## src/hdl/ucd_pkg.sv

```systemverilog
// ----------------------------------------------------------------------------
// ucd_pkg: shared types and constants of the UTF-8 code point decoder
// Byte classes, queue entry and result records, reset values.
// ----------------------------------------------------------------------------
package ucd_pkg;

    localparam int unsigned BYTE_W       = 8;
    localparam int unsigned CP_W         = 21;
    localparam int unsigned LIMIT_W      = 16;
    localparam int unsigned QUEUE_DEPTH_DEF = 4;

    localparam logic [CP_W-1:0]    REPLACEMENT_CHAR = 21'h00FFFD;
    localparam logic [LIMIT_W-1:0] LIMIT_RESET      = 16'd4096;

    // class of one raw byte: ASCII, sequence lead, continuation or bad
    typedef enum logic [2:0] {
        CLS_ASCII,
        CLS_LEAD2,
        CLS_LEAD3,
        CLS_LEAD4,
        CLS_CONT,
        CLS_BAD
    } t_byte_class;

    typedef struct packed {
        logic [BYTE_W-1:0] data;
        t_byte_class       cls;
        logic              last;
    } t_qent;

    typedef struct packed {
        logic [CP_W-1:0] code_point;
        logic            point_valid;
        logic            end_of_text;
        logic            limit_hit;
    } t_result;

    function automatic t_byte_class classify(input logic [BYTE_W-1:0] b);
        t_byte_class c;
        if ((b & 8'h80) == 8'h00) begin
            c = CLS_ASCII;
        end else if ((b & 8'hC0) == 8'h80) begin
            c = CLS_CONT;
        end else if ((b & 8'hE0) == 8'hC0) begin
            c = CLS_LEAD2;
        end else if ((b & 8'hF0) == 8'hE0) begin
            c = CLS_LEAD3;
        end else if ((b & 8'hF8) == 8'hF0) begin
            c = CLS_LEAD4;
        end else begin
            c = CLS_BAD;
        end
        return c;
    endfunction

endpackage

```

## src/hdl/ucd_front.sv

```systemverilog
// ----------------------------------------------------------------------------
// ucd_front: byte intake and classification
// Tag each accepted byte with its class and queue it for the decode stage.
// ----------------------------------------------------------------------------
module ucd_front #(
    parameter int unsigned QUEUE_DEPTH = ucd_pkg::QUEUE_DEPTH_DEF
) (
    input  logic                       i_clk,
    input  logic                       i_rst_n,
    input  logic                       i_s_axis_tvalid,
    output logic                       o_s_axis_tready,
    input  logic [ucd_pkg::BYTE_W-1:0] i_s_axis_tdata,
    input  logic                       i_s_axis_tlast,
    output logic                       o_q_valid,
    output ucd_pkg::t_qent             o_q_data,
    input  logic                       i_q_pop
);
    import ucd_pkg::*;

    localparam int unsigned AW = (QUEUE_DEPTH > 1) ? $clog2(QUEUE_DEPTH) : 1;
    localparam int unsigned CW = $clog2(QUEUE_DEPTH + 1);
    localparam logic [AW-1:0] LAST_IDX = AW'(QUEUE_DEPTH - 1);
    localparam logic [CW-1:0] FULL_CNT = CW'(QUEUE_DEPTH);

    t_qent         r_mem [QUEUE_DEPTH];
    logic [AW-1:0] r_wr_ptr, n_wr_ptr;
    logic [AW-1:0] r_rd_ptr, n_rd_ptr;
    logic [CW-1:0] r_count,  n_count;
    logic          push;
    t_qent         w_ent;

    assign o_s_axis_tready = (r_count != FULL_CNT);
    assign push            = i_s_axis_tvalid && o_s_axis_tready;
    assign o_q_valid       = (r_count != '0);
    assign o_q_data        = r_mem[r_rd_ptr];

    always_comb begin
        w_ent.data = i_s_axis_tdata;
        w_ent.cls  = classify(i_s_axis_tdata);
        w_ent.last = i_s_axis_tlast;
    end

    always_comb begin
        n_wr_ptr = r_wr_ptr;
        n_rd_ptr = r_rd_ptr;
        n_count  = r_count;
        if (push) begin
            n_wr_ptr = (r_wr_ptr == LAST_IDX) ? '0 : r_wr_ptr + 1'b1;
        end
        if (i_q_pop) begin
            n_rd_ptr = (r_rd_ptr == LAST_IDX) ? '0 : r_rd_ptr + 1'b1;
        end
        if (push && !i_q_pop) begin
            n_count = r_count + 1'b1;
        end else if (!push && i_q_pop) begin
            n_count = r_count - 1'b1;
        end
    end

    always_ff @(posedge i_clk) begin
        if (push) begin
            r_mem[r_wr_ptr] <= w_ent;
        end
    end

    always_ff @(posedge i_clk) begin
        if (!i_rst_n) begin
            r_wr_ptr <= '0;
            r_rd_ptr <= '0;
            r_count  <= '0;
        end else begin
            r_wr_ptr <= n_wr_ptr;
            r_rd_ptr <= n_rd_ptr;
            r_count  <= n_count;
        end
    end

endmodule

```

## src/hdl/ucd_back.sv

```systemverilog
// ----------------------------------------------------------------------------
// ucd_back: sequence decode and result register
// Hold pending bytes, decide at most one result per step, apply the code point limit.
// ----------------------------------------------------------------------------
module ucd_back (
    input  logic                        i_clk,
    input  logic                        i_rst_n,
    input  logic [ucd_pkg::LIMIT_W-1:0] i_limit,
    input  logic                        i_q_valid,
    input  ucd_pkg::t_qent              i_q_data,
    output logic                        o_q_pop,
    output logic                        o_res_valid,
    output ucd_pkg::t_result            o_res,
    input  logic                        i_res_ready
);
    import ucd_pkg::*;

    t_qent               r_buf [3];
    t_qent               n_buf [3];
    logic [1:0]          r_len, n_len;
    logic                r_drain, n_drain;
    logic                r_last, n_last;
    logic [LIMIT_W-1:0]  r_emitted, n_emitted;
    logic                r_limit_flag, n_limit_flag;
    logic                r_out_valid;
    t_result             r_out;

    logic                out_free;
    logic                emit;
    t_result             res;

    assign out_free    = !r_out_valid || i_res_ready;
    assign o_res_valid = r_out_valid;
    assign o_res       = r_out;

    always_comb begin
        t_qent      v [4];
        logic [2:0] vlen;
        logic       vlast;
        logic [2:0] need;
        logic       bad_lead;
        logic       ok;
        logic [2:0] consumed;
        logic [2:0] rem;
        logic [2:0] sel;
        logic [CP_W-1:0] cp;

        n_buf        = r_buf;
        n_len        = r_len;
        n_drain      = r_drain;
        n_last       = r_last;
        n_emitted    = r_emitted;
        n_limit_flag = r_limit_flag;
        emit         = 1'b0;
        res          = '0;
        o_q_pop      = 1'b0;
        sel          = '0;

        // working view: pending bytes, plus the queue head when not draining
        for (int i = 0; i < 3; i++) begin
            v[i] = r_buf[i];
        end
        v[3] = '0;
        if (!r_drain) begin
            v[r_len] = i_q_data;
        end
        vlen  = r_drain ? {1'b0, r_len} : {1'b0, r_len} + 3'd1;
        vlast = r_drain ? r_last : i_q_data.last;

        need     = 3'd1;
        bad_lead = 1'b0;
        cp       = {13'd0, v[0].data};
        unique case (v[0].cls) inside
            CLS_ASCII: begin
                need = 3'd1;
                cp   = {13'd0, v[0].data};
            end
            CLS_LEAD2: begin
                need = 3'd2;
                cp   = {10'd0, v[0].data[4:0], v[1].data[5:0]};
            end
            CLS_LEAD3: begin
                need = 3'd3;
                cp   = {5'd0, v[0].data[3:0], v[1].data[5:0], v[2].data[5:0]};
            end
            CLS_LEAD4: begin
                need = 3'd4;
                cp   = {v[0].data[2:0], v[1].data[5:0], v[2].data[5:0],
                        v[3].data[5:0]};
            end
            CLS_CONT, CLS_BAD: begin
                bad_lead = 1'b1;
            end
            default: begin
                bad_lead = 1'b1;
            end
        endcase

        ok = 1'b1;
        for (int k = 1; k < 4; k++) begin
            if ((3'(k) < need) && (v[k].cls != CLS_CONT)) begin
                ok = 1'b0;
            end
        end

        consumed = (!bad_lead && ok) ? need : 3'd1;
        rem      = vlen - consumed;

        if (out_free && (r_drain || i_q_valid)) begin
            o_q_pop = !r_drain;
            if (!r_drain && r_limit_flag) begin
                // drop bytes until the end of the text, then flag the cut
                if (i_q_data.last) begin
                    emit              = 1'b1;
                    res.end_of_text   = 1'b1;
                    res.limit_hit     = 1'b1;
                    n_limit_flag      = 1'b0;
                    n_emitted         = '0;
                    n_len             = '0;
                end
            end else if (r_emitted >= i_limit) begin
                n_len   = '0;
                n_drain = 1'b0;
                if (vlast) begin
                    emit            = 1'b1;
                    res.end_of_text = 1'b1;
                    res.limit_hit   = 1'b1;
                    n_emitted       = '0;
                end else begin
                    n_limit_flag = 1'b1;
                end
            end else if (!bad_lead && (vlen < need)) begin
                n_drain = 1'b0;
                if (vlast) begin
                    // text cut inside a sequence
                    emit             = 1'b1;
                    res.code_point   = REPLACEMENT_CHAR;
                    res.point_valid  = 1'b1;
                    res.end_of_text  = 1'b1;
                    n_len            = '0;
                    n_emitted        = '0;
                end else begin
                    // hold the partial sequence for more bytes
                    n_len = vlen[1:0];
                    for (int i = 0; i < 3; i++) begin
                        n_buf[i] = v[i];
                    end
                end
            end else begin
                emit            = 1'b1;
                res.code_point  = (!bad_lead && ok) ? cp : REPLACEMENT_CHAR;
                res.point_valid = 1'b1;
                if (vlast && (rem == 3'd0)) begin
                    res.end_of_text = 1'b1;
                    n_len           = '0;
                    n_drain         = 1'b0;
                    n_emitted       = '0;
                end else begin
                    n_emitted = r_emitted + 1'b1;
                    n_len     = rem[1:0];
                    n_drain   = (rem != 3'd0);
                    n_last    = vlast;
                    for (int i = 0; i < 3; i++) begin
                        sel = 3'(i) + consumed;
                        n_buf[i] = (sel < 3'd4) ? v[sel[1:0]] : '0;
                    end
                end
            end
        end
    end

    always_ff @(posedge i_clk) begin
        n_buf_loop : for (int i = 0; i < 3; i++) begin
            r_buf[i] <= n_buf[i];
        end
        r_last <= n_last;
        if (emit) begin
            r_out <= res;
        end
    end

    always_ff @(posedge i_clk) begin
        if (!i_rst_n) begin
            r_len        <= '0;
            r_drain      <= 1'b0;
            r_emitted    <= '0;
            r_limit_flag <= 1'b0;
            r_out_valid  <= 1'b0;
        end else begin
            r_len        <= n_len;
            r_drain      <= n_drain;
            r_emitted    <= n_emitted;
            r_limit_flag <= n_limit_flag;
            if (emit) begin
                r_out_valid <= 1'b1;
            end else if (i_res_ready) begin
                r_out_valid <= 1'b0;
            end
        end
    end

endmodule

```

## src/hdl/utf8_codepoint_decoder.sv

```systemverilog
// ----------------------------------------------------------------------------
// utf8_codepoint_decoder: UTF-8 byte stream to code point stream
// Top level: limit register, intake queue and decode stage.
// ----------------------------------------------------------------------------
// Usage:
//   Bytes of a text enter on the s_axis channel, one request per byte, with
//   tlast on the final byte. Code points leave on the m_axis channel; tlast
//   marks the last result of a text, tuser[0] says the code point is real and
//   tuser[1] says the code point limit cut the text (end result only).
//   Malformed input yields U+FFFD; a text that ends inside a sequence yields
//   one U+FFFD as its last result.
//   The cfg channel writes the code point limit; it is always ready and must
//   only be written while no text is in flight.
// Throughput:
//   A byte passes through the intake queue, and its result through the output
//   register. The decode stage takes one step per cycle while the output
//   register is free: one byte per cycle in the normal case, plus a further
//   step for each further result released from the held bytes, such as the
//   replay after a bad continuation. A queue of QUEUE_DEPTH bytes absorbs
//   those extra steps.
// Reset and stalls:
//   Reset clears the queue, pending bytes, counters and sets the limit to
//   4096. When m_axis stalls the one-entry output register holds its result,
//   the decode stage waits, and the queue fills before s_axis tready drops.
// ----------------------------------------------------------------------------
module utf8_codepoint_decoder #(
    parameter int unsigned QUEUE_DEPTH = ucd_pkg::QUEUE_DEPTH_DEF
) (
    input  logic                        i_clk,
    input  logic                        i_rst_n,
    // configuration: code point limit
    input  logic                        i_cfg_valid,
    output logic                        o_cfg_ready,
    input  logic [ucd_pkg::LIMIT_W-1:0] i_cfg_data,
    // byte stream in
    input  logic                        i_s_axis_tvalid,
    output logic                        o_s_axis_tready,
    input  logic [7:0]                  i_s_axis_tdata,   // [7:0] in_byte
    input  logic                        i_s_axis_tlast,   // last_byte
    // code point stream out
    output logic                        o_m_axis_tvalid,
    input  logic                        i_m_axis_tready,
    output logic [23:0]                 o_m_axis_tdata,   // [20:0] code_point, [23:21] zero
    output logic [1:0]                  o_m_axis_tuser,   // [0] point_valid, [1] limit_hit
    output logic                        o_m_axis_tlast    // end_of_text
);
    import ucd_pkg::*;

    logic [LIMIT_W-1:0] r_limit;
    logic               q_valid;
    t_qent              q_data;
    logic               q_pop;
    t_result            res;

    // limit register: always accept a write
    assign o_cfg_ready = 1'b1;

    always_ff @(posedge i_clk) begin
        if (!i_rst_n) begin
            r_limit <= LIMIT_RESET;
        end else if (i_cfg_valid) begin
            r_limit <= i_cfg_data;
        end
    end

    ucd_front #(
        .QUEUE_DEPTH (QUEUE_DEPTH)
    ) u_front (
        .i_clk           (i_clk),
        .i_rst_n         (i_rst_n),
        .i_s_axis_tvalid (i_s_axis_tvalid),
        .o_s_axis_tready (o_s_axis_tready),
        .i_s_axis_tdata  (i_s_axis_tdata),
        .i_s_axis_tlast  (i_s_axis_tlast),
        .o_q_valid       (q_valid),
        .o_q_data        (q_data),
        .i_q_pop         (q_pop)
    );

    ucd_back u_back (
        .i_clk       (i_clk),
        .i_rst_n     (i_rst_n),
        .i_limit     (r_limit),
        .i_q_valid   (q_valid),
        .i_q_data    (q_data),
        .o_q_pop     (q_pop),
        .o_res_valid (o_m_axis_tvalid),
        .o_res       (res),
        .i_res_ready (i_m_axis_tready)
    );

    // pack the result record onto the stream fields
    assign o_m_axis_tdata = {3'b000, res.code_point};
    assign o_m_axis_tuser = {res.limit_hit, res.point_valid};
    assign o_m_axis_tlast = res.end_of_text;

endmodule
```

## config.mk

```make
export PLATFORM = sky130hd
export DESIGN_NAME = utf8_codepoint_decoder
export DESIGN_NICKNAME = d
export VERILOG_FILES = /design/src/hdl/ucd_pkg.sv /design/src/hdl/ucd_front.sv /design/src/hdl/ucd_back.sv /design/src/hdl/utf8_codepoint_decoder.sv
export SDC_FILE = /design/constraint.sdc
export NUM_CORES = 1
export LEC_CHECK = 0
export ABC_AREA = 1
export BUFFER_PORTS_ARGS = -buffer_cell sky130_fd_sc_hd__buf_2
export CORE_UTILIZATION = 35
export CTS_BUF_LIST = sky130_fd_sc_hd__clkbuf_4 sky130_fd_sc_hd__clkbuf_8
export CTS_CLUSTER_DIAMETER = 50
export DETAILED_ROUTE_END_ITERATION = 7
export PLACE_DENSITY_LB_ADDON = 0.1
export SETUP_SLACK_MARGIN = 0.5
export SLEW_MARGIN = 20
export SYNTH_ARGS = -nofsm -noshare
export SYNTH_HDL_FRONTEND = slang
export SYNTH_SLANG_ARGS = --single-unit
```

## constraint.sdc

```tcl
create_clock -name i_clk -period 5.5 [get_ports i_clk]
set_input_delay 0 -clock i_clk [delete_from_list [all_inputs] [get_ports i_clk]]
set_output_delay 0 -clock i_clk [all_outputs]
set_load 0.02 [all_outputs]
```

==> implementation parameters <==
Parameter                              Value

Critical path
  Cell Chain, Critical Path ... inv_4 -> nand2_1 -> nand3_2 -> nand2_2 -> nand2_1 -> o21ai_1 -> nand3_1 -> nand2_2 -> nand3_4 -> inv_2 -> nand2_4 -> ha_1 -> fa_1 -> xnor2_1 -> nand4_1 -> nand3_1 -> nand3_1 -> nand2_1 -> buf_4
  Critical path required time ... 5.62 ns
  Sort of element at the end of the critical path ... register
  Critical-path top delay cell ... dfxtp_1
  Critical Path AT ... approximately 4.6 ns
  Type of the setup path with the least slack ... reg2reg
  Crit path buffers/inverters ... 3
  Register-to-register path setup slack ... 1.05 ns
  Family with the most delay on the worst path ... simple AND/OR/NAND/NOR gates
  WP depth ... 19
  Worst reg2reg path endpoint ... u_back.r_buf[20]$_DFFE_PP_
  Max FO, Critical Path ... 50
  Critical Path Source Type ... register
  Highest cell delay on the worst timing path ... ~0.67 ns
  Cell depth of the worst flop-to-flop path ... 19

Floorplan
  Floorplan die width ... 159 µm
  Effective utilization at floorplan ... between 30% and 40%
  Core area ... about 0.024 mm²
  Count of boundary I/O pins ... 60
  Die extent in y ... between 150 and 200 µm
  Die area ... roughly 0.025 mm²
  Cell row count ... 57

Clocking
  TritonCTS clock tree ... yes
  Clock tree root driver cell ... clkbuf_8
  Number of setup buffers added after CTS ... 0
  Sink count of the clock tree ... 152
  Level count of the clock H-tree ... 4
  Clk buf depth ... 2
  Clock Latency Late Sink ... around 0.47 ns
  Clock slew at the register clock pins of the worst setup and hold paths ... roughly 0.10 ns
  Total clock buffers created by CTS ... 17

GRT
  Global-route wire length before repair ... approximately 37000 µm
  Met1 Usage GRT ... a little over a quarter
  Number of global-route vias before repair ... 6747
  Global route overflow ... 0
  Met2 usage in global routing ... around 30%
  Pin count of the biggest net entering global routing ... between 50 and 60
  Grt met3 use ... approximately 2.9%
  Overall Global Routing Usage ... approximately a fifth
  Busiest metal layer after global routing ... met2
  Number of antenna violations at the first check in global routing ... 0

Routing
  Final wirelength ... approximately 23000 µm
  Routed wire per std cell ... 16.0 µm
  Average vias per placed instance ... 5.00
  Number of design rule violations left after detail routing ... 0
  Detailed Routing Iterations Pass 1 ... 5
  Detail Route Antenna Nets ... 0
  Routed via count ... about 7300
  Violation count after the first detailed-route iteration ... a little under 500

Place
  Quantity of I/O buffers inserted on ports ... between 50 and 60
  GP Congestion ... around 0.83
  Final HPWL from detailed placement ... around 16000 µm

STA
  Actual slew at the worst max-slew pin ... between 0.8 and 0.9 ns
  Post-layout minimum cycle time ... 4.45 ns
  Achievable frequency ... ~220 MHz
  Slew Viols, Final ... 0
  Number of hold violations in the final report ... 0
  Tcrit/Tclk final ... between 80% and 90%
  Fin Setup TNS ... 0 ns
  Worst slew margin relative to its limit ... slightly above 40%
  Total of endpoints with negative setup slack in the final report ... 0
  RSZ-0062 raised after global routing ... false
  Maximum clock skew at final layout ... 0.0162 ns

Run
  Max-cap viol count ... 0

Logic synthesis
  Async set-reset flop share out of synthesis ... 0%
  Warning count from the yosys run ... 0
  Prevailing post-synth register cell ... edfxtp_1
  Summed instance area of the synthesized netlist ... roughly 0.0086 mm²
  Post-synth cell types ... 56
  Sequential area share after synthesis ... 47.4%
  Synth Register Bits ... between 150 and 200
  Avg Inst Size Synth ... between 8 and 9 µm²
  Count of flip-flops with a built-in enable after synthesis ... between 100 and 150
  Post-synthesis cell count ... 1032

Cells and area
  Area Overhead vs Synth ... 15.8%
  Number of fillers in the final layout ... approximately 2500
  Fraction of final layout cells with drive strength greater than 1 ... a little over an eighth
  Fin nets ... between 1000 and 1500
  Final antenna diode count ... 0

Worst hold path
  Hold Crit Class ... in2reg
  Worst Hold Launch ... i_s_axis_tvalid
  WHS Endpoint ... u_front.r_wr_ptr[1]$_SDFFE_PN0P_
  Min-Delay Path Depth ... 3

Outcome
  Run status ... finished, final reports clean
==> final cells by class <==
| cell class | count | area (µm²) | share of cell area, % |
|---|---|---|---|
| sequential | 152 | 4100 | 41.0 |
| multi-input combinational | 734 | 3890 | 38.9 |
| timing repair buffer | 112 | 813 | 8.12 |
| tap | 324 | 405 | 4.05 |
| inverter | 100 | 383 | 3.82 |
| clock buffer | 17 | 234 | 2.34 |
| clock inverter | 15 | 181 | 1.81 |
==> timing repair <==
item	4_1_cts	5_1_grt
hold buffers	44	0
resized for setup	0	0
hold endpoints to repair	64	0
endpoints found under the setup margin	0	0
==> how the worst max path moves through the flow <==
stage	from	end	slack, ns
6_report	register	u_back.r_buf[20]$_DFFE_PP_	1.05
5_1_grt	register	u_back.r_buf[20]$_DFFE_PP_	0.62
4_1_cts	register	u_back.r_buf[13]$_DFFE_PP_	1.01
3_5_place_dp	register	u_back.r_buf[10]$_DFFE_PP_	1.02
3_3_place_gp	register	u_back.r_buf[21]$_DFFE_PP_	1.05
2_1_floorplan	u_back.r_len[0]$_SDFFE_PN0P_	u_back.r_buf[10]$_DFFE_PP_	1.37
==> state kept, by name, indices dropped and copies added (netlist names), named ones only <==
name	cells
u_front.r_mem	48
u_back.r_buf	33
u_back.o_res	24
r_limit	16
u_back.r_emitted	16
u_front.r_count	3
u_back.r_len	2
u_front.r_rd_ptr	2
u_front.r_wr_ptr	2
u_back.o_res_valid	1
u_back.r_drain	1
u_back.r_last	1
u_back.r_limit_flag	1
==> routing by layer <==
layer	part of all wire, %	vias to the layer above
met2	46	189
met5	0	-
met4	1.2	0
met3	4.1	18
met1	49	3382
li1	-	3683
==> cells in the mapped netlist, types with 2 or more instances <==
| master | number | area (µm²) |
|---|---|---|
| or2_2 | 2 | 12.5 |
| or2_1 | 2 | 12.5 |
| nor2_2 | 3 | 18.8 |
| buf_4 | 7 | 52.6 |
| inv_2 | 12 | 45.0 |
| nand3_1 | 64 | 320 |
| nand3_2 | 5 | 50.1 |
| o21ai_2 | 2 | 17.5 |
| nand2_4 | 4 | 45.0 |
| buf_2 | 6 | 30.0 |
| o21ai_0 | 95 | 475 |
| xor2_1 | 11 | 96.3 |
| nor2_1 | 69 | 259 |
| a211oi_1 | 2 | 15.0 |
| a32o_1 | 8 | 80.1 |
| a21boi_0 | 2 | 15.0 |
| inv_1 | 85 | 319 |
| buf_6 | 9 | 101 |
| nand4_1 | 5 | 31.3 |
| nor4_1 | 2 | 12.5 |
| o21ai_1 | 7 | 35.0 |
| nor3_1 | 3 | 15.0 |
| edfxtp_1 | 106 | 3180 |
| xnor2_1 | 6 | 52.6 |
| nor3b_1 | 2 | 15.0 |
| ha_1 | 31 | 388 |
| clkbuf_1 | 26 | 97.6 |
| conb_1 | 2 | 7.51 |
| fa_1 | 2 | 40.0 |
| o22ai_1 | 9 | 56.3 |
| nand2_2 | 10 | 62.6 |
| a31oi_1 | 9 | 56.3 |
| dfxtp_1 | 46 | 921 |
| o211ai_1 | 14 | 105 |
| a221oi_1 | 3 | 26.3 |
| nand2_1 | 268 | 1010 |
| o2111ai_1 | 2 | 17.5 |
| a21oi_1 | 71 | 355 |
| o21a_1 | 3 | 22.5 |
==> worst min-delay path, stage by stage <==
cell     delay (ns)
buf_2          0.09
nand2_1        0.25
a21oi_1        0.11
==> logic make-up (layout without fill, tap and decap cells) <==
kind of cell             count (synthesis)  count (layout)  share of synthesized area [%]
other                                    2               4                         0.0868
AO/OA/AOI/OAI                          235             235                           15.7
AND/OR/NAND/NOR                        445             445                           22.4
flip-flops                             152             152                           47.4
buffers and inverters                  148             244                           7.68
adder cells (fa/ha/maj)                 33              33                           4.95
XOR/XNOR                                17              17                           1.72
==> placed cells by master, fill, tap and decap left out, types with 6 or more instances in the layout <==
| cell | instances |
|---|---|
| o21ai_1 | 8 |
| inv_2 | 12 |
| inv_6 | 6 |
| nor2_1 | 67 |
| a31oi_1 | 9 |
| o211ai_1 | 14 |
| inv_1 | 85 |
| dfxtp_1 | 46 |
| dlygate4sd3_1 | 44 |
| xnor2_1 | 6 |
| o22ai_1 | 9 |
| nand2_1 | 268 |
| o21ai_0 | 94 |
| ha_1 | 31 |
| nand3_1 | 64 |
| clkbuf_8 | 17 |
| a21oi_1 | 71 |
| edfxtp_1 | 106 |
| a32o_1 | 8 |
| xor2_1 | 11 |
| buf_4 | 13 |
| buf_2 | 55 |
| nand2_2 | 10 |
==> stage by stage <==
step	area, µm²	util [%]	hold slack, ns	setup slack, ns	std cells
final	10000	41.3	0.0332	1.05	1454
after global routing	10000	41.3	0.0412	0.619	1454
after CTS	10000	41.3	0.0152	1.01	1454
after detailed placement	9160	37.8	0.219	1.02	1378
after global placement	9150	37.8	0.214	1.05	1378
after floorplan	8660	-	0.0989	1.37	1034
Power is not shown: default switching activity piles up to over one toggle a cycle in this logic, so the estimate is an artifact.
